**src/rtl/tps_ram.sv**
```systemverilog
module tps_ram #(
  parameter int WIDTH = 8,
  parameter int DEPTH = 2
) (
  input  logic                     clk,
  input  logic                     we,
  input  logic [$clog2(DEPTH)-1:0] waddr,
  input  logic [WIDTH-1:0]         wdata,
  input  logic [$clog2(DEPTH)-1:0] raddr,
  output logic [WIDTH-1:0]         rdata
);

  logic [WIDTH-1:0] mem [DEPTH];

  // one write port, one registered read port
  always_ff @(posedge clk) begin
    if (we) begin
      mem[waddr] <= wdata;
    end
    rdata <= mem[raddr];
  end

endmodule

```
**config.mk**
```make
export PLATFORM = sky130hd
export DESIGN_NAME = tps_ram
export DESIGN_NICKNAME = d
export VERILOG_FILES = /design/src/rtl/tps_ram.sv
export SDC_FILE = /design/constraint.sdc
export NUM_CORES = 1
export LEC_CHECK = 0
export BUFFER_PORTS_ARGS = -buffer_cell sky130_fd_sc_hd__buf_2
export CAP_MARGIN = 20
export CORE_MARGIN = 3
export CORE_UTILIZATION = 44
export DETAILED_ROUTE_END_ITERATION = 7
export PLACE_DENSITY = 0.75
export SETUP_SLACK_MARGIN = 0.05
export SYNTH_ARGS = -nofsm -noshare
export SYNTH_HDL_FRONTEND = slang
export SYNTH_SLANG_ARGS = --single-unit
export TNS_END_PERCENT = 20
```
**constraint.sdc**
```tcl
create_clock -name clk -period 0.9 [get_ports clk]
set_input_delay 0.18 -clock clk [delete_from_list [all_inputs] [get_ports clk]]
set_output_delay 0.18 -clock clk [all_outputs]
set_load 0.01 [all_outputs]
```
==> results of run 1 <==
## worst min-delay path by stage
stage | to | slack [ns] | cells past startpoint
3_3_place_gp | mem[0][7]$_DFFE_PP_ | 0.37 | 1
3_5_place_dp | mem[1][3]$_DFFE_PP_ | 0.37 | 1
6_report | mem[1][3]$_DFFE_PP_ | 0.05 | 1
2_1_floorplan | mem[0][0]$_DFFE_PP_ | 0.28 | 0
4_1_cts | mem[1][3]$_DFFE_PP_ | 0.04 | 1
5_1_grt | mem[0][6]$_DFFE_PP_ | 0.03 | 1
## per-stage QoR
stage / total power, uW / hold slack, ns
2_1_floorplan: 1400 / 0.279
3_3_place_gp: 1470 / 0.368
3_5_place_dp: 1480 / 0.371
4_1_cts: 2220 / 0.0408
5_1_grt: 2320 / 0.0260
6_report: 2220 / 0.0538
## metal layers
layer,up-vias,global-route usage,wire length (um),share of wire
met5,-,0,0,0
met4,0,0.0323,0,0
met3,0,0.0664,74,0.073
met2,14,0.214,598,0.59
met1,174,0.0889,338,0.33
li1,181,-,-,-
## logic make-up (layout without fill, tap and decap cells)
kind of cell	Yosys count	after routing	synth area share
mux	8	8	0.153
buf+inv	1	27	0.0144
flops	24	24	0.817
simple gates	2	2	0.0160
## power groups by stage
stage                     combinational, uW  sequential, uW  clock, uW
after floorplan                        76.6            1320          0
after global placement                  170            1300          0
after detailed placement                175            1310          0
after CTS                               176            1280        766
after global routing                    208            1300        811
final                                   190            1290        743
## registers in the layout (all words and copies together) (netlist names)
signal	flops
mem	16
rdata	8
## cells in the final DEF, fill, tap and decap left out
cell type and instances:
and2_1 1, buf_2 15, buf_4 4, buf_6 4, bufinv_16 1, clkbuf_4 3
dfxtp_1 4, dfxtp_2 4, edfxtp_1 16, mux2_4 8, nor2b_2 1
## final cells by class
class                   count  area, um2
clock buffers               3       22.5
well taps                  24       30.0
repair buffers             23        150
clock inverters             1       30.0
fillers                   122        581
flip-flops and latches     24        646
multi-input cells          10        135
## timing repair
action | 4_1_cts | 5_1_grt
endpoints found under the setup margin | 8 | 8
buffers inserted | 0 | 0
hold buffers | 0 | 0
resized for setup | 0 | 8
gates cloned | 0 | 0
==> reports/results.ini, run 1 <==
[floorplanning]
num_io_pins = 20
rows = 14
die_h_um = 48.2
dieArea_mm2 = 0.00233
dieWidth_um = 48.2
core_mm2 = 0.00159
initial_core_util = 0.492

[pwr]
pwr-share-seq = 0.580
p_clk_frac = 0.335
p_sw_frac = 0.174
ir_worst_vdd_mv = 1.45
combPwrFrac = 0.085
powerDensity_mw_per_mm2 = 2190
p_int_uw = 1830
p_sw_uw = 387
static-leakage-power_uw = 0.000421

[worst_setup_path]
worstSetupStartpoint = rdata[1]$_DFF_P_
max_stage_delay_ns = 0.34
endpoint = rdata[1]
cp_data_arrival_time_ns = 0.75
startpoint_type = flop
reg2reg_depth = 1
crit_cells = 1
worst_path_max_delay_cell = dfxtp_2
worst-setup-path-type = flop to output pin
r2r-end = rdata[6]$_DFF_P_
crit_fanout = 1
cp_top_family = flip-flops
r2r_slack_ns = 0.13
r2r_start = mem[0][6]$_DFFE_PP_
worst-path-buf-inv = 1
critical_path_required_ns = 0.72
crit_chain = buf_6
cp-end-kind = output pin

[sta]
max_freq_mhz = 1070
fin_ws_ns = -0.0317
finalSetupViolCount = 8
min_period_ns = 0.932
finalClockSkew_ns = 0.00562
final_max_slew_viol_count = 0
rsz0062_at_grt = true
fin_crit_sh = 1.04
hold_violations = 0
relSlewSlack = 0.824
setup_tns_ns = -0.185
worstMarginPinSlew_ns = 0.265

[drt]
vias_per_cell = 4.34
ant_nets = 0
drtIter0Drc = 2
vias = 369
drc = 0
wl_per_cell_um = 11.9
drtPass1Iterations = 3
routed_wl_mm = 1.01

[synthesis]
avgSynthCellArea_um2 = 22.4
yosysSeqAreaShare = 0.817
synthTopCellsByArea = edfxtp_1 61%, dfxtp_1 20%, mux2_4 15%
synth_commonest_cells = 16 x edfxtp_1, 8 x dfxtp_1, 8 x mux2_4
synth_top_area_frac = 0.612
ys_seq_elements = 24
yosys.area.top_type = edfxtp_1
ys_types = 6
synthArstFlopShare = 0
synth.most_common_cell = edfxtp_1
syn_nets = 47
ys_warn_count = 0
ys.flop_type = edfxtp_1
syn_area_um2 = 785
syn_inst = 35
synth_edf_count = 16

[layout]
diodes = 0
layout-drive-gt1-share = 0.656
areaGrowthSynthToFinish_pct = 29.2
utilization = 0.636
design_area_mm2 = 0.00101
fin_cells = 85
nets = 74

[global_route]
antenna_found_initial = 0
grt_max_degree = 15
grt_pass1_wl_mm = 1.59
grt_pass1_vias = 394
grt_use_total = 0.110
grt_overflow = 0

[cts]
clkTransAtPathRegs_ns = 0.12
root_buffer = clkbuf_4
cts_htree_levels = 1
insertion_delay_ns = 0.30
cts_tree = done
clkSinkCount = 24
clock_path_buffers = 2
cts_made_buffers = 3

[worst_hold_path]
min_path_type = input port to flop
hold_start = wdata[3]

[run_status]
violations = setup timing
status = finished, violations left

[placement]
place_ws_ns = 0.0166
post_dp_cell_area_um2 = 931
placement.io_buffers = 19
dp.cells = 81
place.gp.congestion = 0.656

[job]
drv_cap = 0

Note: power is estimated with default switching activity, not from simulation.
==> run 2, diff against run 1 <==
- SETUP_SLACK_MARGIN: 0.05 -> 0.2
==> reports/results.ini, run 2 (synthesis gave the netlist of run 1 again) <==
[drt]
wl_per_cell_um = 11.3
routed_wl_um = 912
vias = 343
drtIter0Drc = 0
ant_nets = 0
vias_per_cell = 4.23
drc = 0
drtPass1Iterations = 1

[placement]
dp.cells = 77
placement.io_buffers = 19
place.gp.congestion = 0.650
place_ws_ns = 0.0166

[job]
drv_cap = 0

[cts]
clkSinkCount = 24
cts_tree = done
cts_htree_levels = 1
cts_made_buffers = 3
clock_path_buffers = 2
clkTransAtPathRegs_ns = 0.12
insertion_delay_ns = 0.31
post_cts_buffers = 0
hold_buffers = 0
root_buffer = clkbuf_4

[layout]
layout_common_cells = 16 x edfxtp_1, 14 x buf_2, 8 x mux2_4, 5 x buf_6, 5 x dfxtp_2
largest_reg_flops = 16
top_regs = mem (16), rdata (8)
fin_cells = 81
largest_register = mem
layout-drive-gt1-share = 0.649
utilization = 0.609
nets = 70
diodes = 0
areaGrowthSynthToFinish_pct = 23.8
final_common_cell = edfxtp_1

[pwr]
ir_worst_vdd_mv = 1.22
powerDensity_mw_per_mm2 = 1980
static-leakage-power_uw = 0.000395
total_power_uw = 1920

[worst_setup_path]
max_stage_delay_ns = 0.34
worst_path_max_delay_cell = dfxtp_2
cp-end-kind = output pin
r2r_slack_ns = 0.15
cp_data_arrival_time_ns = 0.75
cp_top_family = flip-flops
worst-path-buf-inv = 1
startpoint_type = flop
worst-setup-path-type = flop to output pin
crit_chain = buf_6
critical_path_required_ns = 0.72
crit_fanout = 1

[global_route]
grt_overflow = 0
grt_max_degree = 14
grt_pass1_wl_mm = 1.48
grt_pass1_vias = 348
grt_use_total = 0.100
antenna_found_initial = 0

[floorplanning]
dieArea_mm2 = 0.00233
dieWidth_um = 48.2
num_io_pins = 20
initial_core_util = 0.492
core_mm2 = 0.00159
die_h_um = 48.2
rows = 14

[sta]
max_freq_mhz = 1070
relSlewSlack = 0.834
min_period_ns = 0.933
worstMarginPinSlew_ns = 0.249
fin_ws_ns = -0.0329
timing.hold.ws_ns = 0.0490
rsz0062_at_grt = true
finalSetupViolCount = 8
fin_crit_sh = 1.04
final_max_slew_viol_count = 0
finalClockSkew_ns = 0.0128
hold_violations = 0

[run_status]
status = finished, violations left
violations = setup timing

[worst_hold_path]
min_path_type = input port to flop

## run 2: cell count changes in the layout (fill, tap and decap cells not counted), sizes merged
cell    before  now
buf         23   19
clkinv       0    1
bufinv       1    0
## run 2: timing repair
action / CTS / global route
gates cloned: 0 / 0
endpoints found under the setup margin: 16 / 16
resized for setup: 0 / 10
## run 2: power by group
part / leakage [uW] / internal, uW / switching (uW)
sequential: 0.000218 / 1270 / 23.6
clock: 0.0000154 / 162 / 288
combinational: 0.000162 / 114 / 67.7
## run 2: area by class of cell
| class | instances | area [um2] |
|---|---|---|
| Multi-Input combinational cell | 10 | 141 |
| Clock buffer | 3 | 22.5 |
| Tap cell | 24 | 30.0 |
| Timing Repair Buffer | 19 | 126 |
| Clock inverter | 1 | 3.75 |
| Fill cell | 120 | 623 |
| Sequential cell | 24 | 647 |
## run 2: through the flow
step | setup TNS (ns) | cell area (um2)
3_3_place_gp | 0 | 907
2_1_floorplan | 0 | 793
4_1_cts | -0.285 | 933
6_report | -0.172 | 971
3_5_place_dp | 0 | 907
5_1_grt | -0.582 | 971
## run 2: final timing paths
check / start / to / depth (start not counted)
worst max-delay path: rdata[2]$_DFF_P_ / rdata[2] / 1
worst min-delay path: wdata[1] / mem[1][1]$_DFFE_PP_ / 1
worst max register to register: mem[0][1]$_DFFE_PP_ / rdata[1]$_DFF_P_ / 1
worst min register to register: mem[0][4]$_DFFE_PP_ / rdata[4]$_DFF_P_ / 1
## run 2: routing by layer
metal  part of all wire  routed length [um]  GRT usage  up-vias
met5                  0                   0          0        -
met4                  0                   0     0.0645        0
met3              0.073                  67     0.0443        0
met2               0.54                 489      0.148       14
met1               0.39                 355      0.118      157
li1                   -                   -          -      172
==> run 3, diff against run 2 <==
- REMOVE_ABC_BUFFERS: unset -> 1
==> reports/results.ini, run 3 (synthesis gave the netlist of run 1 again) <==
[layout]
final_common_cell = buf_2
areaGrowthSynthToFinish_pct = 24.1
top_regs = mem (16), rdata (8)
nets = 71
fin_cells = 82
largest_register = mem
nFillCells = 123
layout_common_cells = 17 x buf_2, 16 x edfxtp_1, 8 x mux2_4, 6 x dfxtp_1, 3 x clkbuf_4
layout-drive-gt1-share = 0.586
largest_reg_flops = 16
diodes = 0

[placement]
placement.io_buffers = 19
place.gp.congestion = 0.672
dp.cells = 78

[worst_setup_path]
startpoint_type = flop
worst_path_max_delay_cell = dfxtp_2
crit_fanout = 1
critical_path_required_ns = 0.72
crit_chain = buf_6
worst-path-buf-inv = 1
cp_top_family = flip-flops
cp_data_arrival_time_ns = 0.76
reg2reg_depth = 1
max_stage_delay_ns = 0.35
crit_cells = 1
cp-end-kind = output pin
worst-setup-path-type = flop to output pin

[sta]
final_max_slew_viol_count = 0
hold_violations = 0
fin_ws_ns = -0.0392
finalClockSkew_ns = 0.000901
worstMarginPinSlew_ns = 0.338
rsz0062_at_grt = true
finalSetupViolCount = 8
max_freq_mhz = 1060
relSlewSlack = 0.775
min_period_ns = 0.939
setup_tns_ns = -0.224
fin_crit_sh = 1.04

[pwr]
static-leakage-power_uw = 0.000400
ir_worst_vdd_mv = 1.11
combPwrFrac = 0.076
pwr-share-seq = 0.581
powerDensity_mw_per_mm2 = 2270
p_clk_frac = 0.343
p_int_uw = 1810
p_sw_frac = 0.180
total_power_uw = 2210
p_sw_uw = 397

[run_status]
violations = setup timing
status = finished, violations left

[cts]
clkSinkCount = 24
clkTransAtPathRegs_ns = 0.13
root_buffer = clkbuf_4
insertion_delay_ns = 0.30
hold_buffers = 0
cts_htree_levels = 1
cts_tree = done
cts_made_buffers = 3
post_cts_buffers = 0
clock_path_buffers = 2

[drt]
drtIter0Drc = 4
wl_per_cell_um = 11.1
vias = 348
vias_per_cell = 4.24
routed_wl_um = 911
drtPass1Iterations = 4
ant_nets = 0
drc = 0

[global_route]
grt_use_total = 0.0910
grt_pass1_vias = 341
grt_max_degree = 15
grt_overflow = 0
antenna_found_initial = 0
grt_pass1_wl_mm = 1.40

[floorplanning]
dieArea_mm2 = 0.00233
core_mm2 = 0.00159
initial_core_util = 0.492
num_io_pins = 20
die_h_um = 48.2
rows = 14
dieWidth_um = 48.2

[job]
drv_cap = 0

[worst_hold_path]
min_path_type = input port to flop
min_path_cells = 1

==> run 3: cell types whose count changed in the layout (fill, tap and decap cells not counted), sizes merged <==
cell    change
buf         +1
bufinv      +1
clkinv      -1
==> run 3: final cells by class <==
| cell class | count | area, um2 | share of cell area |
|---|---|---|---|
| Clock buffer | 3 | 22.5 | 0.0231 |
| Multi-Input combinational cell | 10 | 133 | 0.136 |
| Clock inverter | 1 | 30.0 | 0.0308 |
| Timing Repair Buffer | 20 | 115 | 0.118 |
| Tap cell | 24 | 30.0 | 0.0308 |
| Sequential cell | 24 | 643 | 0.661 |
==> run 3: metrics by stage <==
stage	cell area (um2)	util	setup WS, ns	hold slack (ns)
after CTS	966	0.606	-0.0487	0.0488
final	973	0.611	-0.0392	0.0537
after floorplan	773	-	-0.0734	0.279
after global routing	973	0.611	-0.0774	0.0358
after detailed placement	906	0.568	-0.0534	0.371
after global placement	906	0.568	-0.0256	0.368
==> run 3: timing repair <==
item	4_1_cts	5_1_grt
endpoints found under the setup margin	16	16
endpoints found under the hold margin	0	0
pin swaps	0	0
resized for setup	2	2
==> run 3: worst paths after layout <==
| path | slack [ns] | from | to |
|---|---|---|---|
| setup / recovery | -0.04 | rdata[3]$_DFF_P_ | rdata[3] |
| hold / removal | 0.05 | wdata[3] | mem[1][3]$_DFFE_PP_ |
| setup reg to reg | 0.14 | mem[0][3]$_DFFE_PP_ | rdata[3]$_DFF_P_ |
| hold reg to reg | 0.49 | mem[0][5]$_DFFE_PP_ | rdata[5]$_DFF_P_ |
==> run 3: routing by layer <==
| layer | up-vias | track usage | routed length, um |
|---|---|---|---|
| li1 | 175 | - | - |
| met1 | 162 | 0.0913 | 345 |
| met2 | 11 | 0.169 | 507 |
| met3 | 0 | 0.0332 | 58 |
| met4 | 0 | 0.0323 | 0 |
| met5 | - | 0 | 0 |
==> run 3: power groups by stage <==
stage                     Sequential, uW  Combinational (uW)  Clock (uW)
after CTS                           1280                 166         755
after floorplan                     1320                64.3           0
final                               1280                 168         758
after global placement              1300                 158           0
after global routing                1290                 183         814
after detailed placement            1310                 162           0
